--- config.mk ---
export PLATFORM = sky130hd
export DESIGN_NAME = dtw_cell
export DESIGN_NICKNAME = d
export VERILOG_FILES = /design/src/dtw_pkg.sv /design/src/dtw_cell.sv
export SDC_FILE = /design/constraint.sdc
export NUM_CORES = 1
export LEC_CHECK = 0
export ABC_CLOCK_PERIOD_IN_PS = 14300
export BUFFER_PORTS_ARGS = -buffer_cell sky130_fd_sc_hd__buf_2
export CAP_MARGIN = 20
export CELL_PAD_IN_SITES_DETAIL_PLACEMENT = 1
export CELL_PAD_IN_SITES_GLOBAL_PLACEMENT = 1
export CORE_MARGIN = 2
export CORE_UTILIZATION = 38
export DETAILED_ROUTE_END_ITERATION = 10
export GPL_TIMING_DRIVEN = 0
export MAX_ROUTING_LAYER = met4
export PLACE_DENSITY_LB_ADDON = 0.1
export SYNTH_ARGS = -nofsm -noshare
export SYNTH_HDL_FRONTEND = slang
export SYNTH_SLANG_ARGS = --single-unit
--- constraint.sdc ---
create_clock -name vclk -period 14.3
set_clock_uncertainty 0.15 [all_clocks]
set_input_delay 2.86 -clock vclk [all_inputs]
set_output_delay 2.86 -clock vclk [all_outputs]
set_load 0.05 [all_outputs]
--- src/dtw_pkg.sv ---
package dtw_pkg;

    localparam int MAX_LEN      = 1024;
    localparam int SAMPLE_WIDTH = 16;
    localparam int IDX_W        = $clog2(MAX_LEN);
    localparam int LEN_W        = $clog2(MAX_LEN + 1);
    localparam int DIST_W       = 32;
    localparam int COST_W       = SAMPLE_WIDTH + 1;
    localparam int STATUS_W     = 2;

    localparam logic [DIST_W-1:0] DIST_MAX = {DIST_W{1'b1}};

    localparam logic OP_REF   = 1'b0;
    localparam logic OP_QUERY = 1'b1;

    localparam logic [STATUS_W-1:0] STATUS_OK        = 2'd0;
    localparam logic [STATUS_W-1:0] STATUS_NO_REF    = 2'd1;
    localparam logic [STATUS_W-1:0] STATUS_TRUNCATED = 2'd2;

    typedef struct packed {
        logic first_row;
        logic first_col;
    } t_cell_ctl;

endpackage

--- src/dtw_cell.sv ---
module dtw_cell (
    input  logic signed [dtw_pkg::SAMPLE_WIDTH-1:0] i_query,
    input  logic signed [dtw_pkg::SAMPLE_WIDTH-1:0] i_ref,
    input  logic        [dtw_pkg::DIST_W-1:0]       i_top,
    input  logic        [dtw_pkg::DIST_W-1:0]       i_left,
    input  logic        [dtw_pkg::DIST_W-1:0]       i_diag,
    input  dtw_pkg::t_cell_ctl                      i_ctl,
    output logic        [dtw_pkg::DIST_W-1:0]       o_cell
);
    import dtw_pkg::*;

    logic signed [COST_W-1:0] diff;
    logic        [COST_W-1:0] cost;
    logic        [DIST_W-1:0] min_tl;
    logic        [DIST_W-1:0] best;
    logic        [DIST_W:0]   sum;

    always_comb begin
        diff   = COST_W'(i_query) - COST_W'(i_ref);
        cost   = diff[COST_W-1] ? COST_W'(-diff) : COST_W'(diff);
        min_tl = (i_top < i_left) ? i_top : i_left;
        if (i_ctl.first_row) begin
            best = i_ctl.first_col ? '0 : i_left;
        end else if (i_ctl.first_col) begin
            best = i_top;
        end else begin
            best = (min_tl < i_diag) ? min_tl : i_diag;
        end
        sum    = {1'b0, best} + (DIST_W + 1)'(cost);
        o_cell = sum[DIST_W] ? DIST_MAX : sum[DIST_W-1:0];
    end

endmodule

==> flow_metrics.tcl, run 1 <==
set metrics [dict create \
    status "complete, no violations" \
    crit_fanout 10 \
    crit_family "compound AO/OA/AOI/OAI gates" \
    path_buf_inv 9 \
    end_kind "output port" \
    synth_warnings 0 \
    drv_cap 0 \
    grt_usage 0.273 \
    critPathMaxStageDelay_ps 390 \
    postSynthAreaPerCell_um2 6.51 \
    grt_overflow 0 \
    power_density_mw_per_mm2 93.1 \
    multiInputGateArea_mm2 0.00503 \
    area_growth_pct 21.5 \
    utilization 0.476 \
    dr.pass1.iters 5 \
    syn_inst 842 \
    initial_utilization 0.392 \
    drt_wl_total_um 20700 \
    nFlopsAndLatches 0 \
    setup_viol 0 \
    whs_path_depth 6 \
    ys_types 71 \
    drt-wirelength-per-cell_um 17.4 \
    cp.depth 42 \
    dp_hpwl_um 17500 \
    drt_iter0_markers 359 \
    p_leak_nw 3.61 \
    seq_area_um2 0 \
    die_h_um 124 \
    grt_max_degree 11 \
    syn-num-nets 1070 \
    critPathLaunchType "input port" \
    drive_above_1_share 0.231 \
    antenna_found_initial 1 \
    core_area_mm2 0.0140 \
    timing.final.hold_violations 0 \
    die_area_mm2 0.0154 \
    gp_congestion 0.932 \
    nets 1239 \
    design_area_mm2 0.00666 \
    rows 43 \
    slowest_stage "o31a_1" \
    fin_worst_hold_slack_ps 6310 \
    routed_via_density 5.64 \
    yosys.area.top_type "ha_1" \
    drc 0 \
    worst-endpoint-arrival_ps 10910 \
    clock_buffers 0 \
    synth_top_cells_by_area "ha_1, inv_1, a21oi_1" \
    ir_drop_uv 98.4 \
    syn_area_mm2 0.00548 \
    drtAntennaViolNets 0 \
    relSlewSlack 0.306 \
    io_buffers 161 \
    tightestPinTransition_ps 1030 \
    worst-setup-path-type "input port to output port" \
    fin_tns_setup_ps 0 \
    yosysTopAreaCellShare 0.219 \
    min-delay-path-class "input port to output port" \
    clock.fmax_mhz 71.8 \
    crit_required_ps 11290 \
    ios 162 \
    n_fill_cell 1966 \
    num_vias 6710 \
    fp.dieW_um 124 \
    fin_crit_sh 0.973 \
    grt_pass1_vias 6537 \
    grt_pass1_wl_um 32700 \
    slew_viol_final 0 \
    place_area_mm2 0.00651 \
    fin_crit_ps 13920 \
    yosysSeqAreaShare 0 \
]
[path summary, 6_finish.rpt]
path                   start          to  slack, ps
setup / recovery  i_left[19]  o_cell[12]        380
hold / removal    i_left[30]  o_cell[30]       6310
[per-layer routing]
| layer | up-vias | global-route usage | wire length (um) |
|---|---|---|---|
| met1 | 3162 | 0.395 | 10300 |
| met3 | 18 | 0.00916 | 1060 |
| met4 | 0 | 0.0288 | 272 |
| met2 | 174 | 0.435 | 9120 |
| met5 | - | - | 0 |
| li1 | 3356 | - | - |
[cells in the final DEF, fill, tap and decap left out, types with 20 or more instances in the layout]
| cell type | count |
|---|---|
| o21ai_0 | 68 |
| buf_2 | 162 |
| xnor2_1 | 27 |
| nand2_2 | 20 |
| a21oi_1 | 73 |
| inv_1 | 102 |
| ha_1 | 96 |
| nand2_1 | 78 |
| nor2_1 | 68 |
[synthesized netlist by cell type, types with 7 or more instances]
library cell and number:
nand2_2 20, xnor2_1 27, inv_1 102, nand3_1 19, a22o_1 19, clkbuf_1 22
ha_1 96, nand4_1 11, mux2i_1 9, nor2_1 70, o31a_1 7, a22oi_1 7
nand2b_1 11, a211oi_1 13, xor2_1 19, a21o_1 16, nand2_1 78, o21ai_0 71
nor3_1 19, o21a_1 13, a21oi_1 75
[timing repair]
action                     CTS  global route
buffers inserted             3             4
pin swaps                    2             3
resized for setup           18            16
gates cloned                 0             0
hold buffers                 0             0
setup endpoints to repair   32            32
[power breakdown]
part	internal, mW	leakage (nW)	switching [mW]
clock	0.00000000935	0.00000634	0
sequential	0	0	0
combinational	0.205	3.61	0.414
[metrics by stage]
step / power [mW] / cells / setup slack (ps)
2_1_floorplan: 0.452 / 842 / 715
3_3_place_gp: 0.595 / 1183 / -1480
3_5_place_dp: 0.601 / 1183 / -1570
4_1_cts: 0.611 / 1186 / 65.3
5_1_grt: 0.675 / 1190 / -44.2
6_report: 0.620 / 1190 / 380
[cell families (layout without fill, tap and decap cells)]
family,Yosys count,count (layout),synth area share
xor gates and xnor gates,46,46,0.0735
buffers and inverters,133,300,0.0968
and+or+nand+nor,266,266,0.239
AOI/OAI and AO/OA,284,284,0.336
adders and majority gates,98,98,0.226
muxes,15,15,0.0288
other,0,1,0
[area by class of cell]
class | instances | share of cell area
buffer | 28 | 0.0229
timing repair buffer | 168 | 0.129
tap | 180 | 0.0338
multi-input combinational | 709 | 0.755
inverter | 104 | 0.0586
antenna | 1 | 0.000376
No activity file was read; power rests on OpenSTA's default activity.
==> inputs of run 2 (changes only) <==
ABC_CLOCK_PERIOD_IN_PS = 11400   (was 14300)
CORE_UTILIZATION = 34   (was 38)
MAX_ROUTING_LAYER = not set   (was met4)
clock period = 11.4 ns   (was 14.3 ns; I/O delays follow)
==> flow_metrics.tcl, run 2 (same netlist as run 1, synthesis figures left out) <==
set metrics [dict create \
    status "complete, but fails checks" \
    violations "setup timing" \
    grt_pass1_vias 7348 \
    relSlewSlack 0.351 \
    num_vias 7542 \
    drive_above_1_share 0.384 \
    ctsHoldBuffers 0 \
    rows 46 \
    worst-endpoint-arrival_ps 9320 \
    grt_overflow 0 \
    slew_viol_final 0 \
    slowest_stage "a2111oi_4" \
    timing.final.hold_violations 0 \
    drt_wl_total_um 27300 \
    drc 0 \
    crit_family "compound AO/OA/AOI/OAI gates" \
    min-delay-path-class "input port to output port" \
    die_area_mm2 0.0172 \
    drtAntennaViolNets 0 \
    power_density_mw_per_mm2 131 \
    crit_required_ps 8970 \
    layout_commonest_cell "buf_2" \
    clock_buffers 0 \
    rsz0062_at_grt "yes" \
    routed_via_density 5.77 \
    fin_ws_ps -352 \
    ios 162 \
    p_leak_nw 4.32 \
    tightestPinTransition_ps 973 \
    end_kind "output port" \
    setup_viol 32 \
    pre_cts_ws_ps -2110 \
    worst-setup-path-type "input port to output port" \
    io_buffers 161 \
    drt-wirelength-per-cell_um 20.9 \
    utilization 0.558 \
    grt_max_degree 11 \
    critPathLaunchType "input port" \
    grt_usage 0.279 \
    seq_area_um2 0 \
    fin_crit_sh 1.03 \
    nets 1322 \
    n_antenna_cell 0 \
    drt_iter0_markers 511 \
    area_growth_pct 61.1 \
    core_area_mm2 0.0158 \
    path_buf_inv 10 \
    grt_pass1_wl_um 38100 \
    critPathMaxStageDelay_ps 430 \
    fin_crit_ps 11750 \
    gp_congestion 0.884 \
    nFlopsAndLatches 0 \
    crit_fanout 6 \
    clock.fmax_mhz 85.1 \
    antenna_found_initial 0 \
    ir_drop_uv 123 \
    finalPower_mw 1.16 \
    die_h_um 131 \
    dp_hpwl_um 18000 \
    fp.dieW_um 131 \
    dr.pass1.iters 5 \
    drv_cap 0 \
    initial_utilization 0.346 \
    mostFrequentLayoutCells "buf_2, inv_1, buf_4" \
]
run 2: routing by layer:
layer / part of all wire / track usage
met1: 0.45 / 0.381
met2: 0.48 / 0.486
met3: 0.048 / 0.0191
met4: 0.021 / 0.0476
met5: 0 / 0
run 2: worst paths after layout:
kind,start,to,slack (ps),cells after the start
setup / recovery,i_left[22],o_cell[25],-350,42
hold / removal,i_top[27],o_cell[27],5090,6
run 2: layout make-up:
| cell class | count | area (um2) |
|---|---|---|
| Tap cell | 216 | 270 |
| Buffer | 25 | 245 |
| Fill cell | 1992 | 7000 |
| Timing Repair Buffer | 254 | 1990 |
| Inverter | 104 | 405 |
| Multi-Input combinational cell | 709 | 5920 |
run 2: power by group:
| group | switching [mW] | leakage (nW) | total [mW] | internal [mW] |
|---|---|---|---|---|
| clock | 0 | 0 | 0 | 0 |
| combinational | 0.665 | 4.32 | 1.16 | 0.490 |
| sequential | 0 | 0 | 0 | 0 |
| total | 0.665 | 4.32 | 1.16 | 0.490 |
run 2: timing repair:
| action | 4_1_cts | 5_1_grt |
|---|---|---|
| cloned | 3 | 1 |
| resized for setup | 232 | 97 |
| endpoints found under the hold margin | 0 | 0 |
| pin swaps | 59 | 54 |
| setup buffers | 68 | 23 |
| setup endpoints to repair | 32 | 32 |
run 2: per-stage QoR:
stage	area (um2)	cells	TNS [ps]	hold WS, ps
after floorplan	5560	842	0	4850
after global placement	6640	1219	-62710	5140
after detailed placement	6640	1219	-64480	5150
after CTS	8300	1289	-2380	5090
after global routing	8830	1308	-17760	5120
final	8830	1308	-9630	5090
